[config.mk]
export PLATFORM = sky130hd
export DESIGN_NAME = ini_config_tokenizer_unit_flat
export DESIGN_NICKNAME = d
export VERILOG_FILES = /design/src/rtl/ict_pkg.sv /design/src/rtl/ict_if.sv /design/src/rtl/ini_config_tokenizer_unit.sv /design/src/rtl/ict_front.sv /design/src/rtl/ict_queue.sv /design/src/rtl/ict_back.sv /design/src/flat_wrapper.sv
export SDC_FILE = /design/constraint.sdc
export NUM_CORES = 1
export LEC_CHECK = 0
export BUFFER_PORTS_ARGS = -buffer_cell sky130_fd_sc_hd__clkbuf_2
export CAP_MARGIN = 0
export CORE_UTILIZATION = 42
export DETAILED_ROUTE_END_ITERATION = 8
export RECOVER_POWER = 25
export SLEW_MARGIN = 20
export SYNTH_ARGS = -nofsm -noshare
export SYNTH_HDL_FRONTEND = slang
export SYNTH_SLANG_ARGS = --single-unit
[constraint.sdc]
create_clock -name clk -period 11.8 [get_ports clk]
set_clock_uncertainty 0.15 [all_clocks]
set_input_delay 1.77 -clock clk [delete_from_list [all_inputs] [get_ports clk]]
set_output_delay 1.77 -clock clk [all_outputs]
set_load 0.02 [all_outputs]
[src/rtl/ict_pkg.sv]
// Shared types and constants of the INI settings tokenizer.
`timescale 1ns / 1ps
`default_nettype none
package ict_pkg;

  localparam int unsigned MAX_TOKEN_LENGTH_DEF = 1023;

  // Results one input beat can cause: identifier end, text, token end,
  // flushed token end, end token.
  localparam int unsigned MAX_RES   = 5;
  localparam int unsigned RES_IDX_W = $clog2(MAX_RES);
  localparam int unsigned RES_CNT_W = $clog2(MAX_RES + 1);

  localparam int unsigned QUEUE_DEPTH = 2;

  typedef logic [2:0] kind_t;

  localparam kind_t K_EQUALS  = 3'd0;
  localparam kind_t K_COMMA   = 3'd1;
  localparam kind_t K_IDENT   = 3'd2;
  localparam kind_t K_STRING  = 3'd3;
  localparam kind_t K_COMMENT = 3'd4;
  localparam kind_t K_HEADER  = 3'd5;
  localparam kind_t K_END     = 3'd6;

  typedef struct packed {
    logic       event_kind;
    logic [7:0] text_byte;
    kind_t      token_kind;
    logic [9:0] token_length;
    logic       last_result;
  } result_t;

  // All results of one input beat, in order.
  typedef struct packed {
    logic [RES_CNT_W-1:0]  count;
    result_t [MAX_RES-1:0] res;
  } bundle_t;

endpackage
`default_nettype wire

[src/rtl/ict_if.sv]
// Channel interfaces: raw byte input and token event output.
`timescale 1ns / 1ps
`default_nettype none
interface ict_in_if;
  logic       valid;
  logic       ready;
  logic [7:0] byte_in;
  logic       end_of_stream;

  modport source(output valid, output byte_in, output end_of_stream, input ready);
  modport sink(input valid, input byte_in, input end_of_stream, output ready);
endinterface

interface ict_out_if;
  logic       valid;
  logic       ready;
  logic       event_kind;
  logic [7:0] text_byte;
  logic [2:0] token_kind;
  logic [9:0] token_length;
  logic       last_result;

  modport source(output valid, output event_kind, output text_byte, output token_kind,
                 output token_length, output last_result, input ready);
  modport sink(input valid, input event_kind, input text_byte, input token_kind,
               input token_length, input last_result, output ready);
endinterface
`default_nettype wire

[src/rtl/ini_config_tokenizer_unit.sv]
// Top level of the INI settings tokenizer.
// stream carries raw file bytes, one per beat; a beat with end_of_stream set
// closes the file and its byte is ignored. tokens carries events: text beats
// (event_kind 0) with each kept byte of the current token, and token-end beats
// (event_kind 1) with kind and saturated length. last_result marks the final
// event caused by an input beat; a beat may cause none.
// Each byte is held until the next beat arrives, so its events come out after
// the following beat. Those events pass through a queue entry and then the
// output stage register before they appear on tokens. Input takes one beat per
// cycle while the queue has room; the output side sends one event per cycle
// while tokens.ready is high, so the events of a beat leave one after another.
// A two-entry bundle queue lets the input keep accepting while the output works
// off earlier events or is stalled; when it is full, stream.ready drops until
// the output drains. Reset clears the lexer to between-token state with nothing
// held and empties the queue and output stage; no clearing pass is needed.
`timescale 1ns / 1ps
`default_nettype none
module ini_config_tokenizer_unit #(
  parameter int unsigned MAX_TOKEN_LENGTH = ict_pkg::MAX_TOKEN_LENGTH_DEF
) (
  input  logic      clk,
  input  logic      rst,
  ict_in_if.sink    stream,
  ict_out_if.source tokens
);
  import ict_pkg::*;

  bundle_t push_data;
  logic    push_valid;
  logic    push_ready;
  bundle_t pop_data;
  logic    pop_valid;
  logic    pop_ready;

  ict_front #(
    .MAX_TOKEN_LENGTH(MAX_TOKEN_LENGTH)
  ) u_front (
    .clk       (clk),
    .rst       (rst),
    .in_ch     (stream),
    .push_data (push_data),
    .push_valid(push_valid),
    .push_ready(push_ready)
  );

  ict_queue u_queue (
    .clk       (clk),
    .rst       (rst),
    .push_data (push_data),
    .push_valid(push_valid),
    .push_ready(push_ready),
    .pop_data  (pop_data),
    .pop_valid (pop_valid),
    .pop_ready (pop_ready)
  );

  ict_back u_back (
    .clk      (clk),
    .rst      (rst),
    .pop_data (pop_data),
    .pop_valid(pop_valid),
    .pop_ready(pop_ready),
    .out_ch   (tokens)
  );

endmodule
`default_nettype wire

[src/rtl/ict_front.sv]
// Front end: lookahead hold, lexer state and per-beat result bundle.
`timescale 1ns / 1ps
`default_nettype none
module ict_front #(
  parameter int unsigned MAX_TOKEN_LENGTH = ict_pkg::MAX_TOKEN_LENGTH_DEF
) (
  input  logic             clk,
  input  logic             rst,
  ict_in_if.sink           in_ch,
  output ict_pkg::bundle_t push_data,
  output logic             push_valid,
  input  logic             push_ready
);
  import ict_pkg::*;

  localparam int unsigned CNT_W = $clog2(MAX_TOKEN_LENGTH + 1);

  localparam logic [7:0] CH_TAB    = 8'h09;
  localparam logic [7:0] CH_LF     = 8'h0a;
  localparam logic [7:0] CH_CR     = 8'h0d;
  localparam logic [7:0] CH_SPACE  = 8'h20;
  localparam logic [7:0] CH_QUOTE  = 8'h22;
  localparam logic [7:0] CH_STAR   = 8'h2a;
  localparam logic [7:0] CH_COMMA  = 8'h2c;
  localparam logic [7:0] CH_SLASH  = 8'h2f;
  localparam logic [7:0] CH_SEMI   = 8'h3b;
  localparam logic [7:0] CH_EQUALS = 8'h3d;
  localparam logic [7:0] CH_LBRACK = 8'h5b;
  localparam logic [7:0] CH_BSLASH = 8'h5c;
  localparam logic [7:0] CH_RBRACK = 8'h5d;
  localparam logic [7:0] CH_DEL    = 8'h7f;

  typedef enum logic [2:0] {
    M_IDLE   = 3'd0,
    M_IDENT  = 3'd1,
    M_STRING = 3'd2,
    M_LINE   = 3'd3,
    M_BLOCK  = 3'd4,
    M_HEADER = 3'd5
  } mode_t;

  // What lexing one held byte does: an end before its text, its text,
  // an end after it, and the mode it leaves.
  typedef struct packed {
    logic  pre_end;
    kind_t pre_kind;
    logic  text;
    logic  post_end;
    kind_t post_kind;
    mode_t mode_next;
    logic  closing_next;
  } step_t;

  mode_t            mode;
  logic [7:0]       held_byte;
  logic             held_valid;
  logic [CNT_W-1:0] kept;
  logic             closing;

  step_t            st;
  logic [CNT_W-1:0] cnt_v;
  mode_t            mode_v;
  logic             closing_v;
  logic [RES_CNT_W-1:0] n;
  result_t [MAX_RES-1:0] res;
  kind_t            flush_kind;
  logic             accept;

  function automatic step_t lex_idle(input step_t base, input logic [7:0] c,
                                     input logic [7:0] la, input logic la_ok);
    step_t s;
    s = base;
    case (c)
      CH_EQUALS: begin
        s.text = 1'b1; s.post_end = 1'b1; s.post_kind = K_EQUALS;
      end
      CH_COMMA: begin
        s.text = 1'b1; s.post_end = 1'b1; s.post_kind = K_COMMA;
      end
      CH_LBRACK: begin s.text = 1'b1; s.mode_next = M_HEADER; end
      CH_QUOTE:  begin s.text = 1'b1; s.mode_next = M_STRING; end
      CH_SEMI:   begin s.text = 1'b1; s.mode_next = M_LINE;   end
      CH_SLASH: begin
        s.text = 1'b1;
        if (la_ok && la == CH_STAR)       s.mode_next = M_BLOCK;
        else if (la_ok && la == CH_SLASH) s.mode_next = M_LINE;
        else                              s.mode_next = M_IDENT;
      end
      default: begin
        if (c > CH_SPACE && c != CH_DEL) begin
          s.text = 1'b1; s.mode_next = M_IDENT;
        end
      end
    endcase
    return s;
  endfunction

  function automatic step_t lex_byte(input mode_t m, input logic cl, input logic [7:0] c,
                                     input logic [7:0] la, input logic la_ok);
    step_t s;
    s = '0;
    s.mode_next = m;
    if (cl) begin
      // '*' seen before '/': this byte closes the block comment
      s.text = 1'b1; s.post_end = 1'b1; s.post_kind = K_COMMENT;
    end else begin
      case (m)
        M_IDENT: begin
          if (c == CH_SPACE || c == CH_TAB || c == CH_LF || c == CH_CR) begin
            s.pre_end = 1'b1; s.pre_kind = K_IDENT; s.mode_next = M_IDLE;
          end else if (c == CH_EQUALS || c == CH_COMMA || c == CH_QUOTE ||
                       c == CH_SLASH) begin
            s.pre_end = 1'b1; s.pre_kind = K_IDENT; s.mode_next = M_IDLE;
            s = lex_idle(s, c, la, la_ok);
          end else begin
            s.text = 1'b1;
          end
        end
        M_STRING: begin
          if (c == CH_QUOTE) begin
            s.text = 1'b1; s.post_end = 1'b1; s.post_kind = K_STRING;
          end else if (c != CH_BSLASH) begin
            s.text = 1'b1;
          end
        end
        M_LINE: begin
          s.text = 1'b1;
          if (c == CH_LF || c == CH_CR) begin
            s.post_end = 1'b1; s.post_kind = K_COMMENT;
          end
        end
        M_BLOCK: begin
          s.text = 1'b1;
          if (c == CH_STAR && la_ok && la == CH_SLASH) s.closing_next = 1'b1;
        end
        M_HEADER: begin
          s.text = 1'b1;
          if (c == CH_RBRACK) begin
            s.post_end = 1'b1; s.post_kind = K_HEADER;
          end
        end
        default: s = lex_idle(s, c, la, la_ok);
      endcase
    end
    return s;
  endfunction

  function automatic result_t end_res(input kind_t k, input logic [CNT_W-1:0] cnt);
    result_t          r;
    logic [CNT_W+9:0] wide;
    r = '0;
    wide = {10'd0, cnt};
    r.event_kind   = 1'b1;
    r.token_kind   = k;
    r.token_length = wide[9:0];
    return r;
  endfunction

  function automatic result_t text_res(input logic [7:0] c);
    result_t r;
    r = '0;
    r.text_byte = c;
    return r;
  endfunction

  always_comb begin
    st = lex_byte(mode, closing, held_byte, in_ch.byte_in, !in_ch.end_of_stream);
    if (!held_valid) begin
      st.pre_end      = 1'b0;
      st.text         = 1'b0;
      st.post_end     = 1'b0;
      st.mode_next    = mode;
      st.closing_next = closing;
    end
    cnt_v      = kept;
    mode_v     = st.mode_next;
    closing_v  = st.closing_next;
    n          = '0;
    res        = '0;
    flush_kind = K_IDENT;

    if (st.pre_end) begin
      res[n] = end_res(st.pre_kind, cnt_v);
      cnt_v  = '0;
      n      = n + RES_CNT_W'(1);
    end
    if (st.text) begin
      if (cnt_v < CNT_W'(MAX_TOKEN_LENGTH)) cnt_v = cnt_v + CNT_W'(1);
      res[n] = text_res(held_byte);
      n      = n + RES_CNT_W'(1);
    end
    if (st.post_end) begin
      res[n] = end_res(st.post_kind, cnt_v);
      cnt_v  = '0;
      n      = n + RES_CNT_W'(1);
      mode_v = M_IDLE;
    end

    if (in_ch.end_of_stream) begin
      closing_v = 1'b0;
      if (mode_v == M_STRING)                         flush_kind = K_STRING;
      else if (mode_v == M_LINE || mode_v == M_BLOCK) flush_kind = K_COMMENT;
      else                                            flush_kind = K_IDENT;
      // a pending single-byte token gets no end result
      if (cnt_v > CNT_W'(1)) begin
        res[n] = end_res(flush_kind, cnt_v);
        cnt_v  = '0;
        n      = n + RES_CNT_W'(1);
      end
      res[n] = end_res(K_END, cnt_v);
      n      = n + RES_CNT_W'(1);
    end

    if (n != '0) res[n - RES_CNT_W'(1)].last_result = 1'b1;
  end

  assign in_ch.ready     = push_ready;
  assign accept          = in_ch.valid && push_ready;
  assign push_valid      = in_ch.valid && (n != '0);
  assign push_data.count = n;
  assign push_data.res   = res;

  always_ff @(posedge clk) begin
    if (rst) begin
      mode       <= M_IDLE;
      held_byte  <= '0;
      held_valid <= 1'b0;
      kept       <= '0;
      closing    <= 1'b0;
    end else if (accept) begin
      if (in_ch.end_of_stream) begin
        mode       <= M_IDLE;
        held_byte  <= '0;
        held_valid <= 1'b0;
        kept       <= '0;
        closing    <= 1'b0;
      end else begin
        mode       <= mode_v;
        held_byte  <= in_ch.byte_in;
        held_valid <= 1'b1;
        kept       <= cnt_v;
        closing    <= closing_v;
      end
    end
  end

  a_eos_clears: assert property (@(posedge clk) disable iff (rst)
    accept && in_ch.end_of_stream |=> !held_valid && mode == M_IDLE && kept == '0 && !closing)
    else $error("end of stream did not return lexer to idle");

  a_eos_ends: assert property (@(posedge clk) disable iff (rst)
    push_valid && push_ready && in_ch.end_of_stream |->
      push_data.res[push_data.count - RES_CNT_W'(1)].event_kind &&
      push_data.res[push_data.count - RES_CNT_W'(1)].token_kind == K_END)
    else $error("end of stream bundle does not close with end token");

  a_first_silent: assert property (@(posedge clk) disable iff (rst)
    in_ch.valid && !held_valid && !in_ch.end_of_stream |-> !push_valid)
    else $error("results produced without a held byte");

endmodule
`default_nettype wire

[src/rtl/ict_queue.sv]
// Short bundle queue between the lexer front end and the output sequencer.
`timescale 1ns / 1ps
`default_nettype none
module ict_queue (
  input  logic             clk,
  input  logic             rst,
  input  ict_pkg::bundle_t push_data,
  input  logic             push_valid,
  output logic             push_ready,
  output ict_pkg::bundle_t pop_data,
  output logic             pop_valid,
  input  logic             pop_ready
);
  import ict_pkg::*;

  localparam int unsigned PTR_W = (QUEUE_DEPTH > 1) ? $clog2(QUEUE_DEPTH) : 1;
  localparam int unsigned CNT_W = $clog2(QUEUE_DEPTH + 1);

  bundle_t          mem [QUEUE_DEPTH];
  logic [PTR_W-1:0] wr_ptr;
  logic [PTR_W-1:0] rd_ptr;
  logic [CNT_W-1:0] fill;
  logic             do_push;
  logic             do_pop;

  assign push_ready = (fill != CNT_W'(QUEUE_DEPTH));
  assign pop_valid  = (fill != '0);
  assign pop_data   = mem[rd_ptr];
  assign do_push    = push_valid && push_ready;
  assign do_pop     = pop_valid && pop_ready;

  always_ff @(posedge clk) begin
    if (do_push) mem[wr_ptr] <= push_data;
  end

  always_ff @(posedge clk) begin
    if (rst) begin
      wr_ptr <= '0;
      rd_ptr <= '0;
      fill   <= '0;
    end else begin
      if (do_push) begin
        wr_ptr <= (wr_ptr == PTR_W'(QUEUE_DEPTH - 1)) ? '0 : wr_ptr + PTR_W'(1);
      end
      if (do_pop) begin
        rd_ptr <= (rd_ptr == PTR_W'(QUEUE_DEPTH - 1)) ? '0 : rd_ptr + PTR_W'(1);
      end
      if (do_push && !do_pop)      fill <= fill + CNT_W'(1);
      else if (do_pop && !do_push) fill <= fill - CNT_W'(1);
    end
  end

  a_fill_bound: assert property (@(posedge clk) disable iff (rst)
    fill <= CNT_W'(QUEUE_DEPTH))
    else $error("queue fill out of range");

endmodule
`default_nettype wire

[src/rtl/ict_back.sv]
// Back end: walks a result bundle out one beat per cycle while out_ch.ready is high.
`timescale 1ns / 1ps
`default_nettype none
module ict_back (
  input  logic             clk,
  input  logic             rst,
  input  ict_pkg::bundle_t pop_data,
  input  logic             pop_valid,
  output logic             pop_ready,
  ict_out_if.source        out_ch
);
  import ict_pkg::*;

  bundle_t              cur;
  logic                 cur_valid;
  logic [RES_IDX_W-1:0] idx;
  result_t              sel;

  assign sel       = cur.res[idx];
  assign pop_ready = !cur_valid || (out_ch.ready && sel.last_result);

  assign out_ch.valid        = cur_valid;
  assign out_ch.event_kind   = sel.event_kind;
  assign out_ch.text_byte    = sel.text_byte;
  assign out_ch.token_kind   = sel.token_kind;
  assign out_ch.token_length = sel.token_length;
  assign out_ch.last_result  = sel.last_result;

  always_ff @(posedge clk) begin
    if (rst) begin
      cur_valid <= 1'b0;
      idx       <= '0;
    end else if (pop_ready) begin
      cur_valid <= pop_valid;
      idx       <= '0;
      if (pop_valid) cur <= pop_data;
    end else if (out_ch.ready) begin
      idx <= idx + RES_IDX_W'(1);
    end
  end

  a_idx_in_bundle: assert property (@(posedge clk) disable iff (rst)
    cur_valid |-> RES_CNT_W'(idx) < cur.count)
    else $error("result index past end of bundle");

endmodule
`default_nettype wire
[src/flat_wrapper.sv]
// flat-port wrapper written by rule: the top's interface ports become plain ports
module ini_config_tokenizer_unit_flat import ict_pkg::*;
#(
  parameter int unsigned MAX_TOKEN_LENGTH = ict_pkg::MAX_TOKEN_LENGTH_DEF
)
  (clk, rst, stream_valid, stream_byte_in, stream_end_of_stream, stream_ready, tokens_valid, tokens_event_kind, tokens_text_byte, tokens_token_kind, tokens_token_length, tokens_last_result, tokens_ready);
  ict_in_if stream_i ();
  ict_out_if tokens_i ();
  input  logic clk;
  input  logic rst;
  input wire logic [$bits(stream_i.valid)-1:0] stream_valid;
  input wire logic [$bits(stream_i.byte_in)-1:0] stream_byte_in;
  input wire logic [$bits(stream_i.end_of_stream)-1:0] stream_end_of_stream;
  output wire logic [$bits(stream_i.ready)-1:0] stream_ready;
  output wire logic [$bits(tokens_i.valid)-1:0] tokens_valid;
  output wire logic [$bits(tokens_i.event_kind)-1:0] tokens_event_kind;
  output wire logic [$bits(tokens_i.text_byte)-1:0] tokens_text_byte;
  output wire logic [$bits(tokens_i.token_kind)-1:0] tokens_token_kind;
  output wire logic [$bits(tokens_i.token_length)-1:0] tokens_token_length;
  output wire logic [$bits(tokens_i.last_result)-1:0] tokens_last_result;
  input wire logic [$bits(tokens_i.ready)-1:0] tokens_ready;
  assign stream_i.valid = stream_valid;
  assign stream_i.byte_in = stream_byte_in;
  assign stream_i.end_of_stream = stream_end_of_stream;
  assign stream_ready = stream_i.ready;
  assign tokens_valid = tokens_i.valid;
  assign tokens_event_kind = tokens_i.event_kind;
  assign tokens_text_byte = tokens_i.text_byte;
  assign tokens_token_kind = tokens_i.token_kind;
  assign tokens_token_length = tokens_i.token_length;
  assign tokens_last_result = tokens_i.last_result;
  assign tokens_i.ready = tokens_ready;
  ini_config_tokenizer_unit #(.MAX_TOKEN_LENGTH(MAX_TOKEN_LENGTH)) u_core (.clk(clk), .rst(rst), .stream(stream_i), .tokens(tokens_i));
endmodule
==> impl_metrics.env, run 1 <==
export IMPL_met2_usage=0.272
export IMPL_min_to="u_core.u_queue.fill[1]"
export IMPL_vdd_ir_drop_max_v=0.0000895
export IMPL_io_buffer_count=37
export IMPL_drt_iter0_drc=574
export IMPL_synth_edff_count=273
export IMPL_syn2layout_area_growth_pct=12.8
export IMPL_wire_per_inst_um=18.4
export IMPL_yosysSeqAreaShare=0.638
export IMPL_cts_tree="built"
export IMPL_critPathKind="flip-flop to flip-flop"
export IMPL_grt_usage=0.177
export IMPL_grt_pass1_vias=7943
export IMPL_root_buffer="clkbuf_16"
export IMPL_clk_transition_reported_paths_ns=0.06
export IMPL_place_ws_ns=4.27
export IMPL_use_met1=0.261
export IMPL_ys_warnings_count=0
export IMPL_postSynthCellCount=1070
export IMPL_power_total_mw=2.81
export IMPL_die_w_um=183
export IMPL_syn_area_per_cell_sq_um=12.9
export IMPL_ctsHoldBuffers=0
export IMPL_cp_max_fo=64
export IMPL_clock_sinks=304
export IMPL_worst_r2r_endpoint="u_core.u_queue.mem[0][29]"
export IMPL_fill_cells=2875
export IMPL_crit_path_start_kind="flip-flop"
export IMPL_cp_arrival_ns=8.01
export IMPL_finalMaxSlewViolations=182
export IMPL_routed_wl_um=29300
export IMPL_violations="max-capacitance violations, max-slew violations"
export IMPL_synth_main_ff_cell="edfxtp_1"
export IMPL_async_reset_ff_frac=0
export IMPL_rr_worst_depth=22
export IMPL_outcome="complete, but fails checks"
export IMPL_floorplan_initialDensity=0.426
export IMPL_drv_cap=4
export IMPL_max_stage_delay_ns=0.91
export IMPL_path_common_cell="ha_1"
export IMPL_relSlewSlack=-1.76
export IMPL_powerDensity_mw_per_mm2=181
export IMPL_cts_buffer_depth=3
export IMPL_diodes=0
export IMPL_synth_area_sq_mm=0.0138
export IMPL_regToRegSetupSlack_ns=3.77
export IMPL_period_minus_slack_ns=8.03
export IMPL_coreArea_sq_mm=0.0325
export IMPL_routabilityCongestion=0.880
export IMPL_synth_cell_type_count=80
export IMPL_max_slew_worst_pin_slew_ns=4.14
export IMPL_dpl_hpwl_um=18500
export IMPL_p_leak_nw=5.15
export IMPL_dieArea_sq_mm=0.0336
export IMPL_period_share=0.681
export IMPL_insertion_delay_ns=0.51
export IMPL_worst_slack_ns=3.77
export IMPL_finalHoldViolations=0
export IMPL_drive_gt1_frac=0.173
export IMPL_fin_tns_setup_ns=0
export IMPL_setup_viol=0
export IMPL_cts_buffers=34
export IMPL_grt_pass1_wl_um=45700
export IMPL_antenna_found_initial=0
export IMPL_nets=1148
export IMPL_worstSetupEndpointType="flip-flop"
export IMPL_final_antenna_net_count=0
export IMPL_cp_data_required_time_ns=11.77
export IMPL_r2r_start="u_core.u_front.held_byte[1]"
export IMPL_worstHoldPathCells=2
export IMPL_grt_max_degree=71
export IMPL_h_tree_depth=2
export IMPL_crit_chain="nor2b_1, o2111ai_1, o41ai_1, nand2_1, clkbuf_1, nand2_1, inv_1, ha_1, nand2_1, nor2_1, a21o_1, o21ai_1, a222oi_1, buf_4, mux2_2, ha_1, a21oi_1, ha_1, ha_1, nor3_2, buf_4, buf_4"
export IMPL_num_io_pins=38
export IMPL_synth_seq_cells=304
export IMPL_die_height_um=183
export IMPL_hp_start="u_core.u_queue.fill[1]"
export IMPL_grt_remaining_overflow=0
export IMPL_cts_resized=0
export IMPL_viasPerCell=5.29
export IMPL_vias=8413
export IMPL_met3_usage=0.0250
export IMPL_max_freq_ghz=0.124
export IMPL_hp_class="flip-flop to flip-flop"
export IMPL_firstDrtPassIters=7
export IMPL_drc=0
export IMPL_cpMaxStageDelayCell="clkbuf_1"
export IMPL_rsz0062_at_grt="false"
export IMPL_cts_setup_buffers=0
export IMPL_fp_row_count=66
export IMPL_busiest_layer="met2"
cell usage after synthesis, types with 7 or more instances:
| master | number | area (sq um) |
|---|---|---|
| edfxtp_1 | 273 | 8200 |
| nor2_1 | 121 | 454 |
| mux2_2 | 93 | 1050 |
| a21oi_1 | 74 | 370 |
| nand2_1 | 65 | 244 |
| clkbuf_1 | 47 | 176 |
| nand2b_1 | 36 | 225 |
| dfxtp_1 | 31 | 621 |
| mux2i_1 | 31 | 310 |
| nor3_1 | 24 | 120 |
| nand3_1 | 19 | 95.1 |
| inv_1 | 18 | 67.6 |
| and2_1 | 17 | 106 |
| o21ai_0 | 14 | 70.1 |
| xnor2_1 | 13 | 114 |
| nor3b_1 | 12 | 90.1 |
| o22ai_1 | 12 | 75.1 |
| ha_1 | 11 | 138 |
| nor2b_1 | 9 | 56.3 |
| xor2_1 | 9 | 78.8 |
| and3_1 | 7 | 43.8 |
| or3_1 | 7 | 43.8 |
power by group:
group	switching, mW	internal [mW]
logic	0.241	0.172
registers	0.0490	1.35
clock network	0.421	0.587
total	0.710	2.10
layout by cell type (no fill, tap or decap), drive strengths merged, types with 8 or more instances in the layout:
master / n
buf: 10
xor2: 9
and2: 17
nor2b: 9
nor2: 121
mux2i: 31
inv: 19
xnor2: 14
edfxtp: 273
nor3: 25
or3: 8
nor3b: 12
clkinv: 16
mux2: 93
conb: 26
nand2b: 36
o21ai: 19
clkbuf: 85
a21oi: 76
o22ai: 12
ha: 11
dfxtp: 31
nand3: 19
nand2: 65
worst max-delay path, delay by kind of cell (launching register included):
kind	cells	cell delay (ns)
buffers and inverters	5	2.51
AO/OA/AOI/OAI	6	1.47
AND/OR/NAND/NOR	6	1.31
adder cells (fa/ha/maj)	4	0.98
flip-flops	1	0.72
multiplexers	1	0.41
per-stage QoR:
stage               cells   util  hold WS (ns)  instance area, sq um
floorplan            1095      -         0.321                 13900
global placement     1529  0.447         0.347                 14500
detailed placement   1529  0.447         0.353                 14500
CTS                  1591  0.481         0.362                 15600
global route         1591  0.480         0.392                 15600
finish               1591  0.480         0.361                 15600
logic make-up after synthesis:
kind of cell / Yosys count / share of synthesized area
AO/OA/AOI/OAI: 174 / 0.0836
XOR/XNOR: 23 / 0.0151
adder cells (fa/ha/maj): 12 / 0.0114
buffers and inverters: 78 / 0.0230
flip-flops: 304 / 0.638
multiplexers: 124 / 0.0983
other: 1 / 0.000271
AND/OR/NAND/NOR: 354 / 0.130
flip-flops by register name, summed over array words and instances, names as in the netlist, 2 cells and up:
register and flops:
u_core.u_front.kept 10, u_core.u_queue.fill 2, u_core.u_front.held_byte 8, u_core.u_back.cur 91
u_core.u_back.idx 3, u_core.u_front.mode 3, u_core.u_queue.mem 182
how the worst max path moves through the flow:
stage / startpoint / end / slack, ns
2_1_floorplan: u_core.u_front.held_byte[1] / u_core.u_queue.mem[0][0] / 0.07
6_report: u_core.u_front.held_byte[1] / u_core.u_queue.mem[0][29] / 3.77
3_3_place_gp: u_core.u_front.held_byte[1] / u_core.u_queue.mem[0][49] / 4.44
5_1_grt: u_core.u_front.held_byte[1] / u_core.u_queue.mem[1][75] / 3.14
4_1_cts: u_core.u_front.held_byte[1] / u_core.u_queue.mem[1][26] / 4.25
3_5_place_dp: u_core.u_front.held_byte[1] / u_core.u_queue.mem[1][49] / 4.27
per-layer routing:
layer / vias to the layer above / wire length (um)
li1: 4081 / -
met1: 4090 / 14400
met2: 206 / 13100
met3: 36 / 1300
met4: 0 / 498
met5: - / 0
cell type report:
cell class              instances  area [sq um]  share of cell area
well taps                     442           553              0.0355
clock buffers                  45           973              0.0625
repair buffers                 50           255              0.0164
flip-flops and latches        304          8820               0.566
multi-input cells             713          4780               0.307
clock inverters                17           120             0.00771
inverters                      20          75.1             0.00482
Note: power is estimated with default switching activity, not from simulation.
==> run 2, diff against run 1 <==
==> constraint.sdc (replaced) <==
create_clock -name clk -period 8.4 [get_ports clk]
set_clock_uncertainty 0.15 [all_clocks]
set_input_delay 1.26 -clock clk [delete_from_list [all_inputs] [get_ports clk]]
set_output_delay 1.26 -clock clk [all_outputs]
set_load 0.02 [all_outputs]
==> impl_metrics.env, run 2 (synthesis gave the netlist of run 1 again) <==
export IMPL_cp_arrival_ns=7.09
export IMPL_root_buffer="clkbuf_16"
export IMPL_power_total_mw=3.96
export IMPL_period_minus_slack_ns=7.06
export IMPL_floorplan_initialDensity=0.426
export IMPL_cts_setup_buffers=0
export IMPL_drive_gt1_frac=0.153
export IMPL_num_io_pins=38
export IMPL_cts_buffers=34
export IMPL_ctsHoldBuffers=0
export IMPL_cts_tree="built"
export IMPL_routed_wl_um=29700
export IMPL_worst_r2r_endpoint="u_core.u_queue.mem[1][16]"
export IMPL_drc=0
export IMPL_clk_transition_reported_paths_ns=0.06
export IMPL_final_common_cell="edfxtp_1"
export IMPL_top_register="u_core.u_queue.mem"
export IMPL_cp_data_required_time_ns=8.43
export IMPL_rsz0062_at_grt="false"
export IMPL_dpl_hpwl_um=19000
export IMPL_cp_max_fo=31
export IMPL_worstHoldPathCells=2
export IMPL_violations="max-capacitance violations, max-slew violations"
export IMPL_final_antenna_net_count=0
export IMPL_largest_reg_flops=182
export IMPL_fin_tns_setup_ns=0
export IMPL_powerDensity_mw_per_mm2=255
export IMPL_h_tree_depth=2
export IMPL_grt_pass1_vias=8027
export IMPL_vdd_ir_drop_max_v=0.000114
export IMPL_fp_row_count=66
export IMPL_outcome="complete, but fails checks"
export IMPL_die_height_um=183
export IMPL_regToRegSetupSlack_ns=1.34
export IMPL_vias=8437
export IMPL_diodes=0
export IMPL_clock_sinks=304
export IMPL_grt_usage=0.179
export IMPL_r2r_start="u_core.u_front.held_byte[0]"
export IMPL_crit_path_start_kind="flip-flop"
export IMPL_hp_start="u_core.u_front.kept[1]"
export IMPL_finalHoldViolations=0
export IMPL_die_w_um=183
export IMPL_syn2layout_area_growth_pct=12.6
export IMPL_drt_iter0_drc=513
export IMPL_setup_viol=0
export IMPL_firstDrtPassIters=4
export IMPL_reg_top3="u_core.u_queue.mem (182), u_core.u_back.cur (91), u_core.u_front.kept (10)"
export IMPL_worstSetupEndpointType="flip-flop"
export IMPL_p_leak_nw=5.12
export IMPL_max_slew_worst_pin_slew_ns=4.26
export IMPL_routabilityCongestion=0.890
export IMPL_critPathKind="flip-flop to flip-flop"
export IMPL_rr_worst_depth=17
export IMPL_min_to="u_core.u_front.kept[1]"
export IMPL_drv_cap=3
export IMPL_nets=1148
export IMPL_insertion_delay_ns=0.50
export IMPL_cts_resized=0
export IMPL_finalMaxSlewViolations=160
export IMPL_max_freq_ghz=0.142
export IMPL_hp_class="flip-flop to flip-flop"
export IMPL_relSlewSlack=-1.84
export IMPL_period_share=0.841
export IMPL_grt_max_degree=76
export IMPL_mostFrequentLayoutCells="273 x edfxtp_1, 120 x nor2_1, 82 x mux2_2"
export IMPL_dieArea_sq_mm=0.0336
export IMPL_viasPerCell=5.33
export IMPL_antenna_found_initial=0
export IMPL_grt_remaining_overflow=0
export IMPL_coreArea_sq_mm=0.0325
export IMPL_io_buffer_count=37
export IMPL_grt_pass1_wl_um=46400
export IMPL_cts_buffer_depth=3
export IMPL_wire_per_inst_um=18.7
## run 2: per-layer routing
| layer | track usage | part of all wire | vias up |
|---|---|---|---|
| met1 | 0.260 | 0.49 | 4157 |
| met5 | 0 | 0 | - |
| met3 | 0.0246 | 0.036 | 36 |
| met4 | 0.0430 | 0.016 | 0 |
| met2 | 0.285 | 0.46 | 163 |
| li1 | - | - | 4081 |
## run 2: critical path: stages, from the launching register on
cell and delay, ns:
dfxtp_1 0.70, nor2b_1 0.31, a21oi_1 0.10, o41a_1 0.44
nand2_1 0.13, o21a_1 0.48, inv_1 0.25, fa_1 0.96
clkinv_1 0.41, ha_1 0.45, mux2_2 0.33, ha_1 0.29
a21oi_1 0.06, ha_1 0.26, ha_1 0.27, nor2_1 0.25
and2_4 0.48, buf_4 0.37
## run 2: layout make-up
type | count | area [sq um]
repair buffers | 50 | 274
well taps | 442 | 553
clock buffers | 44 | 910
multi-input cells | 713 | 4790
clock inverters | 11 | 136
inverters | 20 | 75.1
flip-flops and latches | 304 | 8820
fillers | 2874 | 16900
## run 2: how the worst max path moves through the flow
stage / start / slack, ns / endpoint / cells past startpoint
final: u_core.u_front.held_byte[0] / 1.34 / u_core.u_queue.mem[1][16] / 17
after global routing: u_core.u_front.held_byte[0] / 0.77 / u_core.u_queue.mem[1][38] / 17
after CTS: u_core.u_front.held_byte[0] / 1.41 / u_core.u_queue.mem[1][16] / 17
after detailed placement: u_core.u_front.held_byte[1] / 1.43 / u_core.u_queue.mem[1][15] / 17
after global placement: u_core.u_front.held_byte[0] / 1.56 / u_core.u_queue.mem[1][15] / 17
after floorplan: u_core.u_front.held_byte[1] / 0.72 / u_core.u_queue.mem[1][0] / 22
## run 2: per-stage QoR
step           hold slack, ns  utilization  cells  setup WS (ns)  area, sq um
2_1_floorplan           0.321            -   1095          0.719        13900
3_3_place_gp            0.347        0.448   1529           1.56        14600
3_5_place_dp            0.360        0.448   1529           1.43        14600
4_1_cts                 0.372        0.481   1584           1.41        15600
5_1_grt                 0.400        0.479   1584          0.767        15600
6_report                0.368        0.479   1584           1.34        15600
## run 2: report_power, final
group,internal [mW],switching [mW]
sequential,1.89,0.0718
combinational,0.241,0.349
clock,0.854,0.559
total,2.98,0.980
